==> config.mk <==
export PLATFORM = sky130hd
export DESIGN_NAME = level_sensor_reply_parser
export DESIGN_NICKNAME = d
export VERILOG_FILES = /design/src/hdl/lsrp_pkg.sv /design/src/hdl/level_sensor_reply_parser.sv /design/src/hdl/lsrp_parser.sv /design/src/hdl/lsrp_out_queue.sv
export SDC_FILE = /design/constraint.sdc
export NUM_CORES = 1
export LEC_CHECK = 0
export ABC_AREA = 1
export ABC_CLOCK_PERIOD_IN_PS = 8400
export BUFFER_PORTS_ARGS = -buffer_cell sky130_fd_sc_hd__clkbuf_2
export CAP_MARGIN = 20
export CORE_UTILIZATION = 40
export CTS_CLUSTER_SIZE = 28
export DETAILED_ROUTE_END_ITERATION = 10
export PLACE_DENSITY_LB_ADDON = 0.12
export SYNTH_ARGS = -nofsm -noshare
export SYNTH_HDL_FRONTEND = slang
export SYNTH_SLANG_ARGS = --single-unit
==> constraint.sdc <==
create_clock -name clk -period 8.4 [get_ports clk]
set_clock_uncertainty 0.15 [all_clocks]
set_input_delay 1.26 -clock clk [delete_from_list [all_inputs] [get_ports clk]]
set_output_delay 1.26 -clock clk [all_outputs]
set_load 0.01 [all_outputs]
==> src/hdl/lsrp_pkg.sv <==
// Shared types, codes and the CRC-8 byte update for the level sensor reply parser.
package lsrp_pkg;

  localparam logic [7:0] SOF_BYTE        = 8'h3E;
  localparam logic [7:0] OPC_READING     = 8'h06;
  localparam logic [7:0] OPC_VERSION     = 8'h23;
  localparam logic [7:0] VERSION_SUB     = 8'h00;
  localparam logic [7:0] VERSION_END     = 8'h0A;
  localparam logic [7:0] CRC_POLY        = 8'h8C;
  localparam logic [15:0] LEVEL_LIMIT_RST = 16'd4095;

  localparam int unsigned MAX_VERSION_CHARS = 32;
  localparam int unsigned VCOUNT_W          = 6;
  localparam logic [VCOUNT_W-1:0] VCOUNT_CAP = VCOUNT_W'(MAX_VERSION_CHARS);

  localparam int unsigned TDATA_W = 64;

  typedef enum logic [1:0] {
    KIND_READING     = 2'd0,
    KIND_VERSION_CHR = 2'd1,
    KIND_VERSION_END = 2'd2
  } kind_t;

  typedef enum logic [1:0] {
    STAT_OK       = 2'd0,
    STAT_CRC_ERR  = 2'd1,
    STAT_OVER_LIM = 2'd2
  } status_t;

  typedef struct packed {
    kind_t             kind;
    status_t           status;
    logic [7:0]        sensor_address;
    logic signed [7:0] temperature;
    logic [15:0]       level;
    logic [15:0]       frequency;
    logic [7:0]        version_char;
    logic              last;
  } result_t;

  // Reflected CRC-8 (poly 0x8C), one byte, LSB first.
  function automatic logic [7:0] crc8_byte(input logic [7:0] crc_in, input logic [7:0] data);
    logic [7:0] crc;
    logic       fb;
    crc = crc_in;
    for (int k = 0; k < 8; k++) begin
      fb  = crc[0] ^ data[k];
      crc = {1'b0, crc[7:1]};
      if (fb) begin
        crc = crc ^ CRC_POLY;
      end
    end
    return crc;
  endfunction

  localparam logic [7:0] CRC_AFTER_SOF = crc8_byte(8'h00, SOF_BYTE);

endpackage

==> src/hdl/level_sensor_reply_parser.sv <==
// Top level of the level sensor reply parser: ports, limit register, parser and result queue.
//
// Input stream: one reply byte per item on s_axis_tdata, s_axis_tuser set on the
// first byte of each frame. Frames opening with 0x3E and opcode 0x06 yield one
// reading item (status crc mismatch / level over limit / ok, in that priority);
// opcode 0x23 with sub-byte 0x00 yields one item per version character, the last
// one flagged by m_axis_tlast (0x0A terminator or 32-character cap).
// Config channel: cfg_data writes the 16-bit level limit; always ready.
// Throughput: one input item per cycle while the result queue has room. Each byte
// is parsed and the CRC-8 advanced by one unrolled byte update in the accepting
// cycle; a resulting item is registered into the result queue at the accepting edge.
// Output stall: results sit in a two-entry register (output plus skid slot);
// s_axis_tready is low whenever both entries are full, even in a cycle where
// m_axis drains one, so a stall during back-to-back results costs input cycles.
// Reset (rst, synchronous): parser back to idle, CRC and captured fields to
// zero, level limit to 4095, result queue emptied.
module level_sensor_reply_parser (
  input  logic        clk,
  input  logic        rst,
  // input items
  input  logic        s_axis_tvalid,
  output logic        s_axis_tready,
  input  logic [7:0]  s_axis_tdata,   // [7:0] rx_byte
  input  logic [0:0]  s_axis_tuser,   // [0] frame_start
  // result items
  output logic        m_axis_tvalid,
  input  logic        m_axis_tready,
  // [1:0] status, [9:2] sensor_address, [17:10] temperature, [33:18] level,
  // [49:34] frequency, [57:50] version_char, [63:58] zero
  output logic [lsrp_pkg::TDATA_W-1:0] m_axis_tdata,
  output logic [1:0]  m_axis_tuser,   // [1:0] kind
  output logic        m_axis_tlast,   // last
  // level limit write
  input  logic        cfg_valid,
  output logic        cfg_ready,
  input  logic [15:0] cfg_data
);
  import lsrp_pkg::*;

  logic [15:0] level_limit;
  logic        take;
  logic        res_valid;
  result_t     res;
  result_t     out_res;
  logic        has_room;

  assign cfg_ready = 1'b1;

  always_ff @(posedge clk) begin
    if (rst) begin
      level_limit <= LEVEL_LIMIT_RST;
    end else if (cfg_valid && cfg_ready) begin
      level_limit <= cfg_data;
    end
  end

  assign s_axis_tready = has_room;
  assign take          = s_axis_tvalid && s_axis_tready;

  lsrp_parser u_parser (
    .clk         (clk),
    .rst         (rst),
    .take        (take),
    .rx_byte     (s_axis_tdata),
    .frame_start (s_axis_tuser[0]),
    .level_limit (level_limit),
    .res_valid   (res_valid),
    .res         (res)
  );

  lsrp_out_queue u_queue (
    .clk       (clk),
    .rst       (rst),
    .push      (take && res_valid),
    .push_data (res),
    .has_room  (has_room),
    .out_valid (m_axis_tvalid),
    .out_ready (m_axis_tready),
    .out_data  (out_res)
  );

  assign m_axis_tdata = {6'b0,
                         out_res.version_char,
                         out_res.frequency,
                         out_res.level,
                         out_res.temperature,
                         out_res.sensor_address,
                         out_res.status};
  assign m_axis_tuser = out_res.kind;
  assign m_axis_tlast = out_res.last;

endmodule

==> src/hdl/lsrp_parser.sv <==
// Frame parser: phase tracking, CRC accumulation, field capture and result forming.
module lsrp_parser (
  input  logic             clk,
  input  logic             rst,
  input  logic             take,
  input  logic [7:0]       rx_byte,
  input  logic             frame_start,
  input  logic [15:0]      level_limit,
  output logic             res_valid,
  output lsrp_pkg::result_t res
);
  import lsrp_pkg::*;

  typedef enum logic [3:0] {
    PH_IDLE   = 4'd0,
    PH_ADDR   = 4'd1,
    PH_OPC    = 4'd2,
    PH_TEMP   = 4'd3,
    PH_LVL_LO = 4'd4,
    PH_LVL_HI = 4'd5,
    PH_FRQ_LO = 4'd6,
    PH_FRQ_HI = 4'd7,
    PH_CRC    = 4'd8,
    PH_VSUB   = 4'd9,
    PH_VCHAR  = 4'd10
  } phase_t;

  phase_t              phase, phase_next;
  logic [7:0]          crc, crc_next;
  logic [7:0]          address, address_next;
  logic [7:0]          temperature, temperature_next;
  logic [15:0]         level, level_next;
  logic [15:0]         frequency, frequency_next;
  logic [VCOUNT_W-1:0] vcount, vcount_next;
  logic [7:0]          crc_upd;
  logic [VCOUNT_W-1:0] vcount_inc;

  assign crc_upd    = crc8_byte(crc, rx_byte);
  assign vcount_inc = vcount + VCOUNT_W'(1);

  always_comb begin
    phase_next       = phase;
    crc_next         = crc;
    address_next     = address;
    temperature_next = temperature;
    level_next       = level;
    frequency_next   = frequency;
    vcount_next      = vcount;
    res_valid        = 1'b0;
    res              = '0;
    res.sensor_address = address;

    if (frame_start) begin
      // a start byte always restarts parsing; only 0x3E opens a new frame
      if (rx_byte == SOF_BYTE) begin
        crc_next   = CRC_AFTER_SOF;
        phase_next = PH_ADDR;
      end else begin
        crc_next   = 8'h00;
        phase_next = PH_IDLE;
      end
    end else begin
      case (phase)
        PH_ADDR: begin
          address_next = rx_byte;
          crc_next     = crc_upd;
          phase_next   = PH_OPC;
        end
        PH_OPC: begin
          crc_next = crc_upd;
          if (rx_byte == OPC_READING) begin
            phase_next = PH_TEMP;
          end else if (rx_byte == OPC_VERSION) begin
            phase_next = PH_VSUB;
          end else begin
            phase_next = PH_IDLE;
          end
        end
        PH_TEMP: begin
          temperature_next = rx_byte;
          crc_next         = crc_upd;
          phase_next       = PH_LVL_LO;
        end
        PH_LVL_LO: begin
          level_next = {8'h00, rx_byte};
          crc_next   = crc_upd;
          phase_next = PH_LVL_HI;
        end
        PH_LVL_HI: begin
          level_next = {rx_byte, level[7:0]};
          crc_next   = crc_upd;
          phase_next = PH_FRQ_LO;
        end
        PH_FRQ_LO: begin
          frequency_next = {8'h00, rx_byte};
          crc_next       = crc_upd;
          phase_next     = PH_FRQ_HI;
        end
        PH_FRQ_HI: begin
          frequency_next = {rx_byte, frequency[7:0]};
          crc_next       = crc_upd;
          phase_next     = PH_CRC;
        end
        PH_CRC: begin
          res_valid       = 1'b1;
          res.kind        = KIND_READING;
          res.temperature = temperature;
          res.level       = level;
          res.frequency   = frequency;
          // CRC check wins over the range check
          if (rx_byte != crc) begin
            res.status = STAT_CRC_ERR;
          end else if (level > level_limit) begin
            res.status = STAT_OVER_LIM;
          end else begin
            res.status = STAT_OK;
          end
          phase_next = PH_IDLE;
        end
        PH_VSUB: begin
          if (rx_byte == VERSION_SUB) begin
            vcount_next = '0;
            phase_next  = PH_VCHAR;
          end else begin
            phase_next = PH_IDLE;
          end
        end
        PH_VCHAR: begin
          res_valid        = 1'b1;
          res.version_char = rx_byte;
          if (rx_byte == VERSION_END) begin
            res.kind   = KIND_VERSION_END;
            res.last   = 1'b1;
            phase_next = PH_IDLE;
          end else begin
            res.kind    = KIND_VERSION_CHR;
            vcount_next = vcount_inc;
            if (vcount_inc >= VCOUNT_CAP) begin
              res.last   = 1'b1;
              phase_next = PH_IDLE;
            end
          end
        end
        default: begin
          phase_next = PH_IDLE;
        end
      endcase
    end
  end

  always_ff @(posedge clk) begin
    if (rst) begin
      phase       <= PH_IDLE;
      crc         <= '0;
      address     <= '0;
      temperature <= '0;
      level       <= '0;
      frequency   <= '0;
      vcount      <= '0;
    end else if (take) begin
      phase       <= phase_next;
      crc         <= crc_next;
      address     <= address_next;
      temperature <= temperature_next;
      level       <= level_next;
      frequency   <= frequency_next;
      vcount      <= vcount_next;
    end
  end

endmodule

==> src/hdl/lsrp_out_queue.sv <==
// Two-entry result register with skid slot between parser and output channel.
module lsrp_out_queue (
  input  logic              clk,
  input  logic              rst,
  input  logic              push,
  input  lsrp_pkg::result_t push_data,
  output logic              has_room,
  output logic              out_valid,
  input  logic              out_ready,
  output lsrp_pkg::result_t out_data
);
  import lsrp_pkg::*;

  logic [1:0] count;
  result_t    head;
  result_t    skid;
  logic       pop;

  assign pop       = out_valid && out_ready;
  assign out_valid = (count != 2'd0);
  assign out_data  = head;
  assign has_room  = (count != 2'd2);

  always_ff @(posedge clk) begin
    if (rst) begin
      count <= 2'd0;
    end else begin
      case (count)
        2'd0: begin
          if (push) begin
            head  <= push_data;
            count <= 2'd1;
          end
        end
        2'd1: begin
          if (pop && push) begin
            head <= push_data;
          end else if (pop) begin
            count <= 2'd0;
          end else if (push) begin
            skid  <= push_data;
            count <= 2'd2;
          end
        end
        2'd2: begin
          if (pop) begin
            head  <= skid;
            count <= 2'd1;
          end
        end
        default: begin
          count <= 2'd0;
        end
      endcase
    end
  end

endmodule
==> key figures <==
Routing
  – Total iterations of the first detailed-routing run: 10
  – DR iter-0 viols: 485
  – Drt wl/cell: 15.3 um
  – DRC: 3
  – Vias: 6609
  – Vias per inst: 4.84
  – Post-route ant nets: 0
  – Routed wire length: 20.9 mm

Run status
  – Outcome: complete, but fails checks
  – Failing checks: DRC

Timing
  – Final Setup Violations: 0
  – Period utilization: 47.4%
  – Slew Viols, Final: 0
  – Slew margin rel.: 30.3%
  – Min Tclk post-route: 3.98 ns
  – Actual slew at the worst max-slew pin: 1.05 ns
  – Final hold vios: 0
  – Fmax: 0.251 GHz
  – Setup Total Neg Slack: 0 ns
  – RSZ-0062 raised after global routing: false

Synth
  – #FFs+latches synth: 206
  – EDFF count, synth: 122
  – Synth unique cells: 43
  – Most frequent cell after synthesis: nand2_1
  – Yosys warnings: 0
  – Synth top area share: 40.4%
  – Async set or reset register ratio after synthesis: 0%
  – Sequential fraction of the synthesis area: 58.9%
  – Cells after Synth: 987
  – List of most frequent post-synthesis cells: nand2_1, edfxtp_1, a21oi_1, inv_1, dfxtp_1
  – Mean post-synth cell area: 9.19 um2
  – Top_reg_cell synth: edfxtp_1
  – Cell accounting for the most synthesized area: edfxtp_1
  – Area of the mapped netlist: 0.00907 mm2
  – Top post-synthesis cells by area: edfxtp_1, dfxtp_1, nand2_1, a21oi_1, inv_1

Floorplanning
  – Die X: 153 um
  – # IOs: 100
  – Core Footprint: 0.0220 mm2
  – Die height: 153 um
  – Die area: 0.0233 mm2
  – Num rows: 54
  – Initial Utilization: 41.2%

Global route
  – Gr usage total: 18.3%
  – Initial antenna violation count: 0
  – Vias in the first global route: 6275
  – Total gr overflow: 0
  – Largest net degree at the start of global routing: 68
  – First-pass GRT wire length: 33.7 mm

Clock network
  – TritonCTS Sinks: 206
  – CTS tree: built
  – # resized after CTS: 0
  – Clock latency on the worst-skew pair: 0.51 ns
  – Postcts setup bufs: 0
  – Clk pin slew, worst setup/hold paths: 0.06 ns
  – CTS buffer count: 24
  – H-Tree Depth: 1
  – Clock Tree Root: clkbuf_16
  – Clock Tree Buf Depth: 3
  – CTS Hold Bufs: 0

Setup path
  – CP endpoint kind: primary output
  – Data arrival, critical path: 2.57 ns
  – CP Max Fanout: 67
  – R2R depth: 11
  – Setup CP Type: reg2out
  – CP Data Required Time: 6.99 ns
  – Crit path launch type: flip-flop

Final layout
  – Final core occ: 47.7%
  – Nets: 1115
  – Area Growth Syn to Fin: 15.9%
  – Ratio of cells with drive above 1 in the final layout: 17.5%
  – ANT cells: 0

Min path
  – Worst Hold Depth: 0
  – Hold WC Path Type: reg2reg

Place
  – Global placement routability congestion: 0.840
  – HPWL Detailed: 14.0 mm
  – Port Buffer Count: 92

Power
  – Pwr Density: 205 mW/mm2
  – Leakage: 4.37 nW
  – VDD IR max: 0.000144 V

Run
  – # Max-Cap Violations: 0
-- worst paths after layout --
kind                               startpoint                             end  slack, ns
max reg2reg     u_queue.count[1]$_SDFFE_PP0P_  u_queue.out_data[19]$_DFFE_PP_       4.69
min          u_parser.address[5]$_SDFFE_PP0P_      u_queue.skid[54]$_DFFE_PP_       0.31
min reg2reg  u_parser.address[5]$_SDFFE_PP0P_      u_queue.skid[54]$_DFFE_PP_       0.31
max             u_queue.count[1]$_SDFFE_PP0P_                   s_axis_tready       4.42
-- routing by layer --
| layer | global-route usage, % | up-vias | part of all wire, % | wire length (um) |
|---|---|---|---|---|
| li1 | - | 3397 | - | - |
| met1 | 25.2 | 3018 | 48 | 10100 |
| met2 | 29.8 | 169 | 44 | 9300 |
| met3 | 3.13 | 25 | 5.4 | 1130 |
| met4 | 4.67 | 0 | 1.8 | 371 |
| met5 | 0 | - | 0 | 0 |
-- cells by family (layout without fill, tap and decap cells) --
kind of cell / count (synthesis) / after routing / synth area share, %
other: 2 / 7 / 0.0828
and+or+nand+nor: 439 / 439 / 21.1
AOI/OAI and AO/OA: 159 / 159 / 9.26
DFF: 206 / 206 / 58.9
adders and majority gates: 17 / 17 / 2.35
buffers and inverters: 153 / 247 / 7.20
xor gates and xnor gates: 11 / 11 / 1.06
-- worst max-delay path, cell delays in order, from the launching register on --
cell	delay, ns
dfxtp_1	0.34
inv_2	0.06
nor2_4	0.06
buf_4	0.55
clkinv_2	0.68
clkbuf_2	0.30
-- through the flow --
stage / area (um2) / hold WS [ns] / std cells / setup slack (ns) / total power, mW
final: 10500 / 0.309 / 1366 / 4.42 / 2.15
after global routing: 10500 / 0.322 / 1366 / 4.23 / 2.22
after CTS: 10500 / 0.312 / 1365 / 4.17 / 2.18
after detailed placement: 9700 / 0.301 / 1321 / 3.66 / 1.15
after global placement: 9700 / 0.297 / 1321 / 3.68 / 1.15
after floorplan: 9090 / 0.275 / 992 / 3.47 / 1.13
-- flip-flops by register name, summed over array words and instances (netlist names), 4 cells and up --
signal	cells
u_parser.address	8
u_queue.skid	61
u_parser.level	16
u_parser.vcount	6
u_parser.temperature	8
u_queue.out_data	61
level_limit	16
u_parser.frequency	16
u_parser.crc	8
u_parser.phase	4
-- cell type report --
| class | count | area (um2) |
|---|---|---|
| fill | 2161 | 11500 |
| multi-input combinational | 633 | 3110 |
| inverter | 106 | 405 |
| sequential | 206 | 5350 |
| timing repair buffer | 97 | 518 |
| clock inverter | 16 | 146 |
| clock buffer | 28 | 637 |
| tap | 280 | 350 |
-- where the power goes --
part | total [mW] | internal (mW) | switching, mW
clock | 1.02 | 0.606 | 0.411
sequential | 1.06 | 1.06 | 0.00127
combinational | 0.0694 | 0.0201 | 0.0493
total | 2.15 | 1.69 | 0.462
-- layout by cell type (no fill, tap or decap), drive strengths merged, types with 2 or more instances in the layout --
cell / netlist / routed
conb: 2 / 7
a21oi: 92 / 92
dfxtp: 84 / 84
edfxtp: 122 / 122
xor2: 3 / 3
o21ai: 57 / 57
nand4: 6 / 6
buf: 25 / 5
nor3: 5 / 5
o211ai: 2 / 2
a31oi: 3 / 3
nand3: 48 / 48
or2: 3 / 3
clkinvlp: 0 / 5
clkbuf: 22 / 120
nor2: 89 / 89
nand2: 287 / 287
ha: 17 / 17
xnor2: 8 / 8
bufinv: 0 / 2
inv: 104 / 104
clkinv: 2 / 11
No activity file was read; power rests on OpenSTA's default activity.
